### src/design/integer_literal_parser_core_assert.svh
// ---------------------------------------------------------------------------
// Assertion macros for the integer literal parser core.
// Both macros expect clk_i and rst_ni in scope.
// ---------------------------------------------------------------------------
`ifndef INTEGER_LITERAL_PARSER_CORE_ASSERT_SVH
`define INTEGER_LITERAL_PARSER_CORE_ASSERT_SVH

// The consequent must hold in the same cycle as the antecedent.
`define ILP_ASSERT_SAME(label, ante, cons, msg) \
  label: assert property (@(posedge clk_i) disable iff (!rst_ni) (ante) |-> (cons)) \
    else $error(msg);

// The consequent must hold in the cycle after the antecedent.
`define ILP_ASSERT_NEXT(label, ante, cons, msg) \
  label: assert property (@(posedge clk_i) disable iff (!rst_ni) (ante) |=> (cons)) \
    else $error(msg);

`endif

### src/design/ilp_pkg.sv
// ---------------------------------------------------------------------------
// ilp_pkg
// Types, codes and constants shared by the integer literal parser modules.
// ---------------------------------------------------------------------------
package ilp_pkg;

  localparam int unsigned ValueWidth   = 64;
  localparam int unsigned ValueBitsDef = 64;
  localparam int unsigned CharWidth    = 8;
  localparam int unsigned StatusWidth  = 4;
  localparam int unsigned DigitWidth   = 4;

  localparam logic [CharWidth-1:0] CharUnder = 8'h5F;
  localparam logic [CharWidth-1:0] CharZero  = 8'h30;
  localparam logic [CharWidth-1:0] CharX     = 8'h78;
  localparam logic [CharWidth-1:0] CharB     = 8'h62;
  localparam logic [CharWidth-1:0] CharO     = 8'h6F;

  localparam logic [StatusWidth-1:0] StOk          = 4'd0;
  localparam logic [StatusWidth-1:0] StNoDigits    = 4'd1;
  localparam logic [StatusWidth-1:0] StLeadZero    = 4'd2;
  localparam logic [StatusWidth-1:0] StBadDec      = 4'd3;
  localparam logic [StatusWidth-1:0] StBadPrefix   = 4'd4;
  localparam logic [StatusWidth-1:0] StBadHex      = 4'd5;
  localparam logic [StatusWidth-1:0] StBadBin      = 4'd6;
  localparam logic [StatusWidth-1:0] StBadOct      = 4'd7;
  localparam logic [StatusWidth-1:0] StEmptyPrefix = 4'd8;

  localparam logic [1:0] PosLast = 2'd2;

  typedef enum logic [2:0] {
    MODE_DEC  = 3'd0,
    MODE_HEX  = 3'd1,
    MODE_BIN  = 3'd2,
    MODE_OCT  = 3'd3,
    MODE_STOP = 3'd4,
    MODE_ERR  = 3'd5
  } mode_e;

  typedef enum logic [1:0] {
    RADIX_DEC = 2'd0,
    RADIX_HEX = 2'd1,
    RADIX_BIN = 2'd2,
    RADIX_OCT = 2'd3
  } radix_e;

  // Control part of the per-literal state.
  typedef struct packed {
    mode_e                  mode;
    logic [1:0]             pos;
    logic                   lead_zero;
    logic [StatusWidth-1:0] err;
    logic                   after_prefix;
  } ilp_ctrl_t;

  // What one character does: the next control state and the digit to add.
  typedef struct packed {
    ilp_ctrl_t             next;
    logic                  acc_en;
    radix_e                radix;
    logic [DigitWidth-1:0] digit;
  } ilp_step_t;

  localparam ilp_ctrl_t CtrlReset = '{
    mode:         MODE_DEC,
    pos:          2'd0,
    lead_zero:    1'b0,
    err:          StOk,
    after_prefix: 1'b0
  };

endpackage

### src/design/ilp_in_stage.sv
// ---------------------------------------------------------------------------
// ilp_in_stage
// Input register: holds one character word until the core consumes it.
// ---------------------------------------------------------------------------
module ilp_in_stage (
  input  logic                           clk_i,
  input  logic                           rst_ni,
  input  logic                           in_valid_i,
  output logic                           in_ready_o,
  input  logic [ilp_pkg::CharWidth-1:0]  char_code_i,
  input  logic                           is_last_i,
  input  logic                           take_i,
  output logic                           valid_o,
  output logic [ilp_pkg::CharWidth-1:0]  char_o,
  output logic                           last_o
);

  logic                          valid_q;
  logic [ilp_pkg::CharWidth-1:0] char_q;
  logic                          last_q;

  assign in_ready_o = !valid_q || take_i;

  always_ff @(posedge clk_i or negedge rst_ni) begin
    if (!rst_ni) begin
      valid_q <= 1'b0;
    end else if (in_ready_o) begin
      valid_q <= in_valid_i;
    end
  end

  always_ff @(posedge clk_i) begin
    if (in_ready_o && in_valid_i) begin
      char_q <= char_code_i;
      last_q <= is_last_i;
    end
  end

  assign valid_o = valid_q;
  assign char_o  = char_q;
  assign last_o  = last_q;

endmodule

### src/design/ilp_classify.sv
// ---------------------------------------------------------------------------
// ilp_classify
// Character decoder: works out the next control state for one character
// and which digit, if any, goes into the accumulator.
// ---------------------------------------------------------------------------
module ilp_classify (
  input  ilp_pkg::ilp_ctrl_t            ctrl_i,
  input  logic [ilp_pkg::CharWidth-1:0] char_i,
  output ilp_pkg::ilp_step_t            step_o
);

  logic is_under;
  logic is_digit;
  logic is_lower;
  logic is_upper;
  logic is_alpha;
  logic is_hex_letter;
  logic is_bin;
  logic is_oct;
  logic lz;

  assign is_under      = (char_i == ilp_pkg::CharUnder);
  assign is_digit      = (char_i inside {[8'h30:8'h39]});
  assign is_lower      = (char_i inside {[8'h61:8'h7A]});
  assign is_upper      = (char_i inside {[8'h41:8'h5A]});
  assign is_alpha      = is_lower || is_upper;
  assign is_hex_letter = (char_i inside {[8'h61:8'h66], [8'h41:8'h46]});
  assign is_bin        = (char_i inside {[8'h30:8'h31]});
  assign is_oct        = (char_i inside {[8'h30:8'h37]});

  always_comb begin
    step_o        = '0;
    step_o.next   = ctrl_i;
    step_o.radix  = ilp_pkg::RADIX_DEC;
    step_o.acc_en = 1'b0;
    step_o.digit  = char_i[ilp_pkg::DigitWidth-1:0];
    lz            = ctrl_i.lead_zero;

    case (ctrl_i.mode)
      ilp_pkg::MODE_DEC: begin
        if (!is_under) begin
          lz = (ctrl_i.pos == 2'd0) ? (char_i == ilp_pkg::CharZero) : ctrl_i.lead_zero;
          step_o.next.lead_zero = lz;
          if (lz && ctrl_i.pos == 2'd1 && is_digit) begin
            step_o.next.err  = ilp_pkg::StLeadZero;
            step_o.next.mode = ilp_pkg::MODE_ERR;
          end else if (is_alpha) begin
            // Only a lowercase x, b or o right after a leading zero opens a prefix.
            if (!lz || ctrl_i.pos != 2'd1) begin
              step_o.next.err  = ilp_pkg::StBadDec;
              step_o.next.mode = ilp_pkg::MODE_ERR;
            end else if (char_i == ilp_pkg::CharX) begin
              step_o.next.mode = ilp_pkg::MODE_HEX;
            end else if (char_i == ilp_pkg::CharB) begin
              step_o.next.mode = ilp_pkg::MODE_BIN;
            end else if (char_i == ilp_pkg::CharO) begin
              step_o.next.mode = ilp_pkg::MODE_OCT;
            end else begin
              step_o.next.err  = ilp_pkg::StBadPrefix;
              step_o.next.mode = ilp_pkg::MODE_ERR;
            end
          end else if (!is_digit) begin
            step_o.next.mode = ilp_pkg::MODE_STOP;
            if (ctrl_i.pos == 2'd0) begin
              step_o.next.err = ilp_pkg::StNoDigits;
            end
          end else begin
            step_o.acc_en = 1'b1;
            step_o.radix  = ilp_pkg::RADIX_DEC;
          end
        end
      end
      ilp_pkg::MODE_HEX: begin
        step_o.next.after_prefix = 1'b1;
        step_o.radix             = ilp_pkg::RADIX_HEX;
        if (!is_under) begin
          if (is_digit) begin
            step_o.acc_en = 1'b1;
          end else if (is_hex_letter) begin
            step_o.acc_en = 1'b1;
            step_o.digit  = ilp_pkg::DigitWidth'(char_i[2:0]) + 4'd9;
          end else begin
            step_o.next.err  = ilp_pkg::StBadHex;
            step_o.next.mode = ilp_pkg::MODE_ERR;
          end
        end
      end
      ilp_pkg::MODE_BIN: begin
        step_o.next.after_prefix = 1'b1;
        step_o.radix             = ilp_pkg::RADIX_BIN;
        if (!is_under) begin
          if (is_bin) begin
            step_o.acc_en = 1'b1;
          end else begin
            step_o.next.err  = ilp_pkg::StBadBin;
            step_o.next.mode = ilp_pkg::MODE_ERR;
          end
        end
      end
      ilp_pkg::MODE_OCT: begin
        step_o.next.after_prefix = 1'b1;
        step_o.radix             = ilp_pkg::RADIX_OCT;
        if (!is_under) begin
          if (is_oct) begin
            step_o.acc_en = 1'b1;
          end else begin
            step_o.next.err  = ilp_pkg::StBadOct;
            step_o.next.mode = ilp_pkg::MODE_ERR;
          end
        end
      end
      default: begin
      end
    endcase

    // The position counts every character and stops at two.
    if (ctrl_i.pos != ilp_pkg::PosLast) begin
      step_o.next.pos = ctrl_i.pos + 2'd1;
    end
  end

endmodule

### src/design/ilp_accum.sv
// ---------------------------------------------------------------------------
// ilp_accum
// Shift-add accumulator step: acc * radix + digit, with a carry-out flag
// that tells whether the true result left the value width.
// ---------------------------------------------------------------------------
module ilp_accum #(
  parameter int unsigned VALUE_BITS = ilp_pkg::ValueBitsDef
) (
  input  logic [VALUE_BITS-1:0]             acc_i,
  input  ilp_pkg::radix_e                   radix_i,
  input  logic [ilp_pkg::DigitWidth-1:0]    digit_i,
  output logic [VALUE_BITS-1:0]             acc_o,
  output logic                              carry_o
);

  localparam int unsigned ExtBits = VALUE_BITS + ilp_pkg::DigitWidth;

  logic [ExtBits-1:0] ext;
  logic [ExtBits-1:0] dig;
  logic [ExtBits-1:0] wide;

  assign ext = ExtBits'(acc_i);
  assign dig = ExtBits'(digit_i);

  always_comb begin
    case (radix_i)
      ilp_pkg::RADIX_DEC: wide = (ext << 3) + (ext << 1) + dig;
      ilp_pkg::RADIX_HEX: wide = (ext << 4) + dig;
      ilp_pkg::RADIX_BIN: wide = (ext << 1) + dig;
      ilp_pkg::RADIX_OCT: wide = (ext << 3) + dig;
      default:            wide = ext;
    endcase
  end

  // The product fits at most four extra bits, so any of them set means overflow.
  assign acc_o   = wide[VALUE_BITS-1:0];
  assign carry_o = |wide[ExtBits-1:VALUE_BITS];

endmodule

### src/design/integer_literal_parser_core.sv
// A result word is registered once the last character leaves the input register.
// Throughput: one character per cycle unless a stalled result word holds it back.
// A stalled result word holds back only a following last character.
// Reset (rst_ni low, asynchronous) clears the parse state and empties both registers.
// ---------------------------------------------------------------------------
// integer_literal_parser_core
// Parses an integer literal one character word at a time, with decimal,
// hex, binary and octal forms, and emits value, status and overflow.
// ---------------------------------------------------------------------------
`include "integer_literal_parser_core_assert.svh"

module integer_literal_parser_core #(
  parameter int unsigned VALUE_BITS = ilp_pkg::ValueBitsDef
) (
  input  logic                             clk_i,
  input  logic                             rst_ni,
  input  logic                             in_valid_i,
  output logic                             in_ready_o,
  input  logic [ilp_pkg::CharWidth-1:0]    char_code_i,
  input  logic                             is_last_i,
  output logic                             out_valid_o,
  input  logic                             out_ready_i,
  output logic [ilp_pkg::ValueWidth-1:0]   value_o,
  output logic [ilp_pkg::StatusWidth-1:0]  status_o,
  output logic                             overflow_o
);

  logic                          cur_valid;
  logic [ilp_pkg::CharWidth-1:0] cur_char;
  logic                          cur_last;
  logic                          take;

  ilp_pkg::ilp_ctrl_t ctrl_q;
  ilp_pkg::ilp_ctrl_t ctrl_d;
  logic [VALUE_BITS-1:0] acc_q;
  logic [VALUE_BITS-1:0] acc_d;
  logic ovf_q;
  logic ovf_d;

  ilp_pkg::ilp_step_t    step;
  logic [VALUE_BITS-1:0] acc_next;
  logic                  carry;

  logic                            out_valid_q;
  logic [ilp_pkg::ValueWidth-1:0]  value_q;
  logic [ilp_pkg::ValueWidth-1:0]  value_d;
  logic [ilp_pkg::StatusWidth-1:0] status_q;
  logic [ilp_pkg::StatusWidth-1:0] status_d;
  logic                            overflow_q;
  logic                            overflow_d;
  logic                            prefix_open;

  // A last character needs a free result register; any other one goes straight through.
  assign take = cur_valid && (!cur_last || !out_valid_q || out_ready_i);

  ilp_in_stage u_in_stage (
    .clk_i       (clk_i),
    .rst_ni      (rst_ni),
    .in_valid_i  (in_valid_i),
    .in_ready_o  (in_ready_o),
    .char_code_i (char_code_i),
    .is_last_i   (is_last_i),
    .take_i      (take),
    .valid_o     (cur_valid),
    .char_o      (cur_char),
    .last_o      (cur_last)
  );

  ilp_classify u_classify (
    .ctrl_i (ctrl_q),
    .char_i (cur_char),
    .step_o (step)
  );

  ilp_accum #(
    .VALUE_BITS (VALUE_BITS)
  ) u_accum (
    .acc_i   (acc_q),
    .radix_i (step.radix),
    .digit_i (step.digit),
    .acc_o   (acc_next),
    .carry_o (carry)
  );

  always_comb begin
    ctrl_d = step.next;
    acc_d  = step.acc_en ? acc_next : acc_q;
    ovf_d  = ovf_q || (step.acc_en && carry);

    prefix_open = (ctrl_d.mode == ilp_pkg::MODE_HEX) || (ctrl_d.mode == ilp_pkg::MODE_BIN)
               || (ctrl_d.mode == ilp_pkg::MODE_OCT);
    status_d = ctrl_d.err;
    if (ctrl_d.err == ilp_pkg::StOk && prefix_open && !ctrl_d.after_prefix) begin
      status_d = ilp_pkg::StEmptyPrefix;
    end
    value_d    = (status_d == ilp_pkg::StOk) ? ilp_pkg::ValueWidth'(acc_d) : '0;
    overflow_d = (status_d == ilp_pkg::StOk) && ovf_d;
  end

  always_ff @(posedge clk_i or negedge rst_ni) begin
    if (!rst_ni) begin
      ctrl_q <= ilp_pkg::CtrlReset;
      acc_q  <= '0;
      ovf_q  <= 1'b0;
    end else if (take) begin
      if (cur_last) begin
        ctrl_q <= ilp_pkg::CtrlReset;
        acc_q  <= '0;
        ovf_q  <= 1'b0;
      end else begin
        ctrl_q <= ctrl_d;
        acc_q  <= acc_d;
        ovf_q  <= ovf_d;
      end
    end
  end

  always_ff @(posedge clk_i or negedge rst_ni) begin
    if (!rst_ni) begin
      out_valid_q <= 1'b0;
    end else if (take && cur_last) begin
      out_valid_q <= 1'b1;
    end else if (out_ready_i) begin
      out_valid_q <= 1'b0;
    end
  end

  always_ff @(posedge clk_i) begin
    if (take && cur_last) begin
      value_q    <= value_d;
      status_q   <= status_d;
      overflow_q <= overflow_d;
    end
  end

  assign out_valid_o = out_valid_q;
  assign value_o     = value_q;
  assign status_o    = status_q;
  assign overflow_o  = overflow_q;

  `ILP_ASSERT_SAME(a_err_clears_value, out_valid_q && status_q != ilp_pkg::StOk,
    value_q == '0 && !overflow_q, "error result carries a nonzero value or overflow")
  `ILP_ASSERT_SAME(a_status_range, out_valid_q,
    status_q <= ilp_pkg::StEmptyPrefix, "result status out of range")
  `ILP_ASSERT_NEXT(a_state_cleared, take && cur_last,
    ctrl_q == ilp_pkg::CtrlReset && acc_q == '0 && !ovf_q,
    "parse state not cleared after last character")
  `ILP_ASSERT_SAME(a_stall_cause, !in_ready_o,
    cur_valid && cur_last && out_valid_q && !out_ready_i,
    "input stalled without a blocked last character")

endmodule

### config.mk
export PLATFORM = sky130hd
export DESIGN_NAME = integer_literal_parser_core
export DESIGN_NICKNAME = d
export VERILOG_FILES = /design/src/design/ilp_pkg.sv /design/src/design/ilp_in_stage.sv /design/src/design/ilp_classify.sv /design/src/design/ilp_accum.sv /design/src/design/integer_literal_parser_core.sv
export VERILOG_INCLUDE_DIRS = /design/src /design/src/design
export SDC_FILE = /design/constraint.sdc
export NUM_CORES = 1
export LEC_CHECK = 0
export BUFFER_PORTS_ARGS = -buffer_cell sky130_fd_sc_hd__buf_2
export CELL_PAD_IN_SITES_DETAIL_PLACEMENT = 1
export CELL_PAD_IN_SITES_GLOBAL_PLACEMENT = 2
export CORE_MARGIN = 10
export CORE_UTILIZATION = 43
export CTS_CLUSTER_SIZE = 8
export DETAILED_ROUTE_END_ITERATION = 8
export GPL_TIMING_DRIVEN = 0
export PLACE_DENSITY_LB_ADDON = 0.1
export SLEW_MARGIN = 40
export SYNTH_ARGS = -nofsm -noshare
export SYNTH_HDL_FRONTEND = slang
export SYNTH_HIERARCHICAL = 1
export SYNTH_SLANG_ARGS = --single-unit
### constraint.sdc
create_clock -name clk_i -period 9.8 [get_ports clk_i]
set_clock_uncertainty 0.05 [all_clocks]
set_input_delay 0.49 -clock clk_i [delete_from_list [all_inputs] [get_ports clk_i]]
set_output_delay 0.49 -clock clk_i [all_outputs]
set_load 0.1 [all_outputs]
==> Yosys cells after proc, flatten, opt, wreduce, memory -nomap -nowiden <==
Index checks and enable logic that the tools add are counted.
{ "word_totals": {"output_inout_bits": 71, "in_bits": 13, "wordCells": 152, "ff_bits": 156} }
{ "op_classes": {"mux": 61, "n_addsub": 7, "eq_ne": 18, "order_cmp": 10, "reduce_logical": 42} }
{ "ops": {"columns": ["op", "n"], "rows": [
  ["68-bit case mux with 4 select lines", 1],
  ["68-bit by 4-bit adder with 68-bit output", 2],
  ["64-bit two-way mux", 2],
  ["4-bit two-way mux", 20],
  ["67-bit by 4-bit adder with 68-bit output", 1],
  ["67-bit by 65-bit adder with 68-bit output", 1],
  ["65-bit by 4-bit adder with 66-bit output", 1],
  ["3-bit two-way mux", 19],
  ["8-bit by 7-bit equality test with 1-bit output (second input constant)", 4],
  ["8-bit by 7-bit <= comparator with 1-bit output (second input constant)", 4],
  ["8-bit by 6-bit <= comparator with 1-bit output (second input constant)", 3],
  ["3-bit case mux with 4 select lines", 2],
  ["8-bit by 7-bit greater-or-equal comparator with 1-bit output (second input constant)", 2],
  ["1-bit logical AND", 16],
  ["4-bit case mux with 4 select lines", 1],
  ["1-bit two-way mux", 13],
  ["3-bit by 2-bit equality test with 1-bit output (second input constant)", 4],
  ["11-bit two-way mux", 1],
  ["8-bit by 6-bit equality test with 1-bit output (second input constant)", 1],
  ["8-bit by 6-bit greater-or-equal comparator with 1-bit output (second input constant)", 1],
  ["4-bit zero test", 2],
  ["1-bit logical OR", 8],
  ["2-bit nonzero test", 4],
  ["3-bit by 1-bit equality test with 1-bit output (second input constant)", 2],
  ["other kinds (15)", 23]
]} }

==> Depth between registers and ports, before layout <==
Gate-level depths: netlist of the first run.
{ "depth": {"word_depth": 17, "ltp_mapped": 23, "ltp_nobuf": 23} }

==> Modules after synthesis <==
The synthesis of the first run kept the hierarchy.
{ "by_module_without_submodules": {"columns": ["module", "cells_per_inst", "area_per_inst_um2", "n_inst", "seq_area_each_um2"], "rows": [
  ["ilp_accum", 1217, 8838.5, 1, 0.0],
  ["integer_literal_parser_core", 543, 6309.8, 1, 3998.8],
  ["ilp_classify", 127, 810.8, 1, 0.0],
  ["ilp_in_stage", 13, 324.1, 1, 295.3]
]} }

==> Least setup slack after synthesis of the first run <==
OpenSTA, ideal clock, no wires.
{ "synth_path": {"path_kind": "flip-flop to flip-flop", "start": "reg u_in_stage.char_q (netlist bit u_in_stage/char_o[0])", "end": "reg value_q (netlist bit value_o[54]) (data pin)", "period_less_slack_ns": 5.191, "setup_ns": 0.254, "required_ns": 9.496, "setup_slack_ns": 4.609, "path_buffers": 0, "stages_incl_launch_ff": 22, "arrival_time_ns": 4.887, "cell_sequence": "edfxtp_1 -> inv_1 -> ha_1 -> nor3b_1 -> nor3_1 -> or2_2 -> fa_1 -> inv_1 -> fa_1 -> nor2b_1 -> o311ai_1 -> a311oi_1 -> o2111ai_1 -> and3_1 -> nor3b_2 -> a211oi_2 -> o21ba_2 -> o21ai_1 -> xor2_1 -> mux4_2 -> a21oi_1 -> nor2_1"} }
{ "synth_rtl": {"columns": ["item", "line_no", "text"], "rows": [
  ["from (decl)", "ilp_in_stage.sv:19", "logic [ilp_pkg::CharWidth-1:0] char_q;"],
  ["from (signal assigned)", "ilp_in_stage.sv:34", "char_q <= char_code_i;"],
  ["to (signal assigned)", "integer_literal_parser_core.sv:130", "value_q <= value_d;"],
  ["to (decl)", "integer_literal_parser_core.sv:45", "logic [ilp_pkg::ValueWidth-1:0] value_q;"]
]} }

==> results.toml, run 1 <==
[run_status]
run_status = "complete, no violations"

[route]
detail-route-antenna-nets = 0
route.detailed.drc = 0
vias_per_cell = 6.12
drt_wl_total_microns = 61700
routedWlPerCell_microns = 24.4
vias = 15499
first_pass_iters = 5
drt_iter0_markers = 986

[clock_network]
cts_tree = "done"
htree_levels = 4
ctsLongestPathBuffers = 2
cts_root_buf = "clkbuf_16"
cts_buffers = 17
cts_resized = 0
clkSinkCount = 156
cts_setup_buffers = 0
clk_latency_ns = 0.52
clkTransAtPathRegs_ns = 0.08
hold_buffers = 1

[grt]
antenna_found_initial = 0
overflow = 0
gr-usage-all-layers_pct = 27.0
grt_pass1_vias = 16297
grt_start_max_net_pins = 46
grt_pass1_wl_microns = 97600

[floorplan]
coreArea_sq_um = 37500
die_w_microns = 215
die_h_microns = 215
row_count = 71
ios = 84
design.die.area_sq_um = 46100
start_util_pct = 43.4

[sta]
period_minus_slack_ns = 6.61
rsz0062_at_grt = "no"
tns_ns = 0
setup_slack_ns = 3.19
tightestPinTransition_ns = 0.931
slew-limit-headroom_pct = 37.7
post-route-period-util_pct = 67.4
hold_viol_final = 0
fmax_mhz = 151
setup_viol = 0
slew_violations = 0

[synth]
yosysWarnings = 6
synth_compound_area_share_pct = 21.8
yosys.area.top_type = "edfxtp_1"
synth_edf_count = 78
synthXorXnorAreaFrac_pct = 9.20
netlist.area_leader.share_pct = 14.4
synth_area_per_cell_sq_um = 8.57
synthFlopType = "edfxtp_1"
synth_top_family_by_area = "compound AO/OA/AOI/OAI gates"
ys_ff_latch = 156
synthArstFlopShare_pct = 50.0
synth_area_leaders = "edfxtp_1 (14%), dfrtp_1 (12%), ha_1 (10%), a21oi_1 (7.4%), mux4_2 (6.2%)"
synthSimpleGateAreaFrac_pct = 20.1
yosys-top-cells-count = "a21oi_1 (242), nor2_1 (185), nand2_1 (139)"
synth_cell_types = 97
synthMuxAreaShare_pct = 6.88
mappedNetlistArea_sq_um = 16300
synth_adder_area_share_pct = 10.8
syn_inst = 1900
synthesis.nets = 2052
yosysSeqAreaShare_pct = 26.4
yosysMostFrequentCell = "a21oi_1"

[final_layout]
insertedDiodeCount = 0
layout-drive-gt1-share_pct = 13.1
areaGrowthSynthToFinish_pct = 10.8
finalNetCount = 2159
fillers = 4526
postLayoutCoreUtil_pct = 48.1

[place]
port_buffers = 83
gp_congestion = 0.945
dp_slack_ns = 3.07
hpwlAfterDp_microns = 48600

[critical_path]
max_stage_delay_ns = 0.67
worstPathMaxFanout = 10
critPathLaunchType = "flip-flop"
end_kind = "flip-flop"
worstSetupPathType = "flip-flop to flip-flop"
path_cells = "clkbuf_1 -> nor2_1 -> nand3_1 -> nor3_1 -> nand2_1 -> xnor2_1 -> ha_1 -> ha_1 -> inv_1 -> fa_1 -> nor2b_1 -> o31a_1 -> o31ai_2 -> a211oi_1 -> nor3_2 -> o21ai_0 -> o21ai_0 -> o31ai_1 -> xor2_1 -> nand2_1 -> nand4_1 -> a21oi_1 -> nor2_1"
cp.arrival_ns = 6.83
critPathRequiredTime_ns = 10.02
crit_buf_inv = 2
cp_top_family = "compound AO/OA/AOI/OAI gates"
slowest_stage = "o21ai_0"

[power]
power_density_nw_per_um2 = 150
irDropWorstVdd_mv = 0.146
power_leakage_uw = 0.00763

[run]
cap_violations = 0

[hold_path]
min_path_type = "primary input to flip-flop"
==> flip-flops by register name (all words and copies together), names as in the netlist <==
register,cells
ovf_q,1
acc_q,64
u_in_stage/valid_o,1
value_o,64
out_valid_o,1
u_in_stage/last_o,1
u_in_stage/char_o,8
overflow_o,1
status_o,4
ctrl_q,11
==> cell families (layout without fill, tap and decap cells) <==
| kind of cell | after synthesis | count (layout) |
|---|---|---|
| compound gates | 553 | 553 |
| xor+xnor | 171 | 171 |
| fa+ha+maj | 139 | 139 |
| buf+inv | 180 | 300 |
| flops | 156 | 156 |
| mux | 55 | 55 |
| simple gates | 646 | 646 |
==> metrics by stage <==
| stage | instance area [sq um] | power, uW | cells | hold WS (ns) |
|---|---|---|---|---|
| after floorplan | 16300 | 1670 | 1900 | 0.144 |
| after global placement | 17300 | 2000 | 2494 | 0.437 |
| after detailed placement | 17500 | 2030 | 2498 | 0.383 |
| after CTS | 18000 | 2730 | 2531 | 0.0681 |
| after global routing | 18000 | 2860 | 2531 | 0.0863 |
| final | 18000 | 2710 | 2531 | 0.103 |
==> final cells by class <==
class	instances	area, sq um	share of cell area, %
buffer	134	633	3.51
clock buffer	17	425	2.36
clock inverter	15	150	0.832
inverter	46	173	0.957
multi-input combinational	1564	11200	62.1
sequential	156	4290	23.8
tap	511	639	3.54
timing repair buffer	88	517	2.86
==> where the power goes <==
part / switching (uW) / internal (uW)
Combinational: 798 / 377
Clock: 327 / 357
Sequential: 94.1 / 758
Total: 1220 / 1490
==> layout by cell type, fill, tap and decap left out, drive strengths merged, types with 8 or more instances in the layout <==
| master | instances |
|---|---|
| o2bb2ai | 65 |
| o21ai | 65 |
| nor2 | 185 |
| nand2 | 139 |
| a21o | 39 |
| dfrtp | 78 |
| nor4 | 18 |
| o21bai | 19 |
| a21oi | 245 |
| xor2 | 70 |
| a211oi | 9 |
| nor3 | 40 |
| inv | 56 |
| nand2b | 8 |
| mux4 | 45 |
| and3 | 15 |
| edfxtp | 78 |
| ha | 136 |
| buf | 133 |
| o21a | 14 |
| and2 | 9 |
| o31ai | 12 |
| nor2b | 77 |
| a31oi | 19 |
| xnor2 | 101 |
| nand4 | 43 |
| a22o | 11 |
| or3 | 10 |
| nand3 | 64 |
| or2 | 14 |
| mux2i | 8 |
| o211ai | 9 |
| clkbuf | 105 |
==> worst paths after layout <==
path / from / end / slack, ns / cells after the start
hold / removal: is_last_i / u_in_stage/last_o / 0.10 / 1
hold reg to reg: ctrl_q[0] / ctrl_q[0] / 0.46 / 1
max in group asynchronous: rst_ni / ctrl_q[10] / 8.67 / 3
setup reg to reg: ctrl_q[10] / overflow_o / 3.19 / 23
setup / recovery: ctrl_q[10] / overflow_o / 3.19 / 23
min in group asynchronous: rst_ni / acc_q[30] / 0.42 / 2
==> metal layers <==
metal | up-vias | wire, microns | GRT usage [%]
met5 | - | 0 | 0
li1 | 7213 | - | -
met2 | 368 | 28700 | 43.5
met1 | 7844 | 27800 | 34.8
met4 | 0 | 2020 | 10.7
met3 | 74 | 3100 | 5.37
Note: power is estimated with default switching activity, not from simulation.
==> inputs of run 2 (changes only) <==
ABC_AREA = 1   (was default)
CORE_UTILIZATION = 34   (was 43)
clock period = 6.46 ns   (was 9.8 ns; I/O delays follow)
==> results.toml, run 2 <==
[critical_path]
r2r_start = "u_in_stage/char_o[1]"
worstPathMaxFanout = 7
crit_buf_inv = 4
cp.arrival_ns = 6.41
max_stage_delay_ns = 0.53
end_kind = "flip-flop"
cp_top_family = "simple AND/OR/NAND/NOR gates"
critPathRequiredTime_ns = 6.68
crit_path_start = "u_in_stage/char_o[1]"
slowest_stage = "edfxtp_1"
crit_top_cell = "nand2_1"
worstSetupPathType = "flip-flop to flip-flop"
critPathLaunchType = "flip-flop"

[sta]
setup_viol = 0
hold_viol_final = 0
fmax_mhz = 162
slew-limit-headroom_pct = 38.0
post-route-period-util_pct = 95.8
whs_ns = 0.0385
period_minus_slack_ns = 6.19
rsz0062_at_grt = "no"
tightestPinTransition_ns = 0.930
tns_ns = 0
slew_violations = 0

[final_layout]
final_common_cell = "nand2_1"
areaGrowthSynthToFinish_pct = 11.5
finalNetCount = 3466
layout-drive-gt1-share_pct = 9.74
fin_cells = 4076
final_cell_mix = "nand2_1 (1,072), inv_1 (528), nor2_1 (316)"

[clock_network]
cts_root_buf = "clkbuf_16"
htree_levels = 4
cts_buffers = 17
clkTransAtPathRegs_ns = 0.08
clk_latency_ns = 0.51
cts_tree = "done"
clkSinkCount = 156
ctsLongestPathBuffers = 2

[route]
vias = 21908
route.detailed.drc = 0
drt_iter0_markers = 1510
detail-route-antenna-nets = 0
drt_wl_total_microns = 97500
first_pass_iters = 7
vias_per_cell = 5.37
routedWlPerCell_microns = 23.9

[grt]
grt_pass1_vias = 22197
grt_start_max_net_pins = 47
overflow = 0
grt_pass1_wl_microns = 143000
antenna_found_initial = 1
gr-usage-all-layers_pct = 29.1

[place]
hpwlAfterDp_microns = 80700
port_buffers = 83
dp.cells = 4032
gp_congestion = 1.03

[synth]
yosysSeqAreaShare_pct = 22.6
ys_ff_latch = 156
synth_area_leaders = "nand2_1 (21%), edfxtp_1 (12%), inv_1 (10%), dfrtp_1 (10%), ha_1 (9.0%)"
yosys.area.top_type = "nand2_1"
synthFlopType = "edfxtp_1"
yosysMostFrequentCell = "nand2_1"
mappedNetlistArea_sq_um = 19000
netlist.area_leader.share_pct = 21.2
synth_cell_types = 61
synthArstFlopShare_pct = 50.0
yosys-top-cells-count = "nand2_1 (1,073), inv_1 (528), nor2_1 (318)"
yosysWarnings = 6
synth_area_per_cell_sq_um = 5.95
synthesis.nets = 3347
synth_edf_count = 78
syn_inst = 3195

[power]
finalPower_uw = 4370
power_leakage_uw = 0.0105
irDropWorstVdd_mv = 0.253
power_density_nw_per_um2 = 206

[hold_path]
min_path_type = "primary input to flip-flop"
worstHoldStart = "out_ready_i"

[floorplan]
row_count = 86
die_w_microns = 256
coreArea_sq_um = 55200
die_h_microns = 256
ios = 84
start_util_pct = 34.4
design.die.area_sq_um = 65800

[run_status]
run_status = "complete, no violations"

[run]
cap_violations = 0
[run 2: changes by cell type after synthesis, moves of 65 or more]
cell / change
a21oi_1: -79
inv_1: +483
nand2_1: +934
nand3_1: +123
nor2_1: +133
nor2b_1: -77
o21ai_0: +107
o2bb2ai_1: -65
xnor2_1: -95
[run 2: final cells by class]
type	instances	area, sq um
clock buffers	17	425
flip-flops and latches	156	4290
multi-input cells	2405	12200
diodes	1	2.50
repair buffers	100	627
clock inverters	15	159
inverters	560	2100
plain buffers	74	447
well taps	748	936
fillers	7552	34000
[run 2: repair_timing]
item / in CTS / in global routing
setup endpoints to repair: 0 / 13
hold buffers: 11 / 0
hold endpoints to repair: 88 / 0
resized for setup: 0 / 4
setup buffers: 0 / 0
[run 2: worst reg2reg max path, delay by kind of cell (launching register included)]
kind,cells,cell delay (ns)
xor gates and xnor gates,1,0.30
DFF,1,0.53
adders and majority gates,4,1.22
AOI/OAI and AO/OA,5,0.96
and+or+nand+nor,16,2.31
buffers and inverters,4,0.60
[run 2: through the flow]
stage / utilization, % / area [sq um] / setup WS, ns
after floorplan: - / 19000 / 1.78
after global placement: 36.9 / 20400 / -0.173
after detailed placement: 37.1 / 20500 / 0.0890
after CTS: 38.4 / 21200 / 0.0414
after global routing: 38.4 / 21200 / 0.00528
final: 38.4 / 21200 / 0.270
[run 2: kinds of logic (layout without fill, tap and decap cells)]
group / Yosys count / count (layout) / synth area share [%]
AOI/OAI and AO/OA: 441 / 441 / 12.9
xor gates and xnor gates: 37 / 37 / 1.71
adders and majority gates: 139 / 139 / 9.27
buffers and inverters: 634 / 766 / 13.4
DFF: 156 / 156 / 22.6
other: 0 / 1 / 0
and+or+nand+nor: 1788 / 1788 / 40.1
[run 2: path summary, 6_finish.rpt]
| kind | to | slack [ns] | cells after the start |
|---|---|---|---|
| hold / removal | out_valid_o | 0.04 | 4 |
| max in group asynchronous | acc_q[31] | 5.55 | 3 |
| setup reg to reg | value_o[34] | 0.27 | 30 |
| setup / recovery | value_o[34] | 0.27 | 30 |
| hold reg to reg | ctrl_q[10] | 0.42 | 2 |
| min in group asynchronous | ctrl_q[3] | 0.22 | 2 |
[run 2: report_power, final]
group	switching (uW)	internal, uW	total [uW]	leakage [uW]
sequential	83.3	1130	1220	0.00184
combinational	1630	462	2090	0.00843
clock	551	512	1060	0.000272
[run 2: routing by layer]
layer,GRT usage (%),routed length [microns],vias up
met4,13.0,4390,0
met5,0,0,-
met1,36.3,42300,10756
met2,49.1,45900,617
li1,-,-,10374
met3,4.16,4960,161
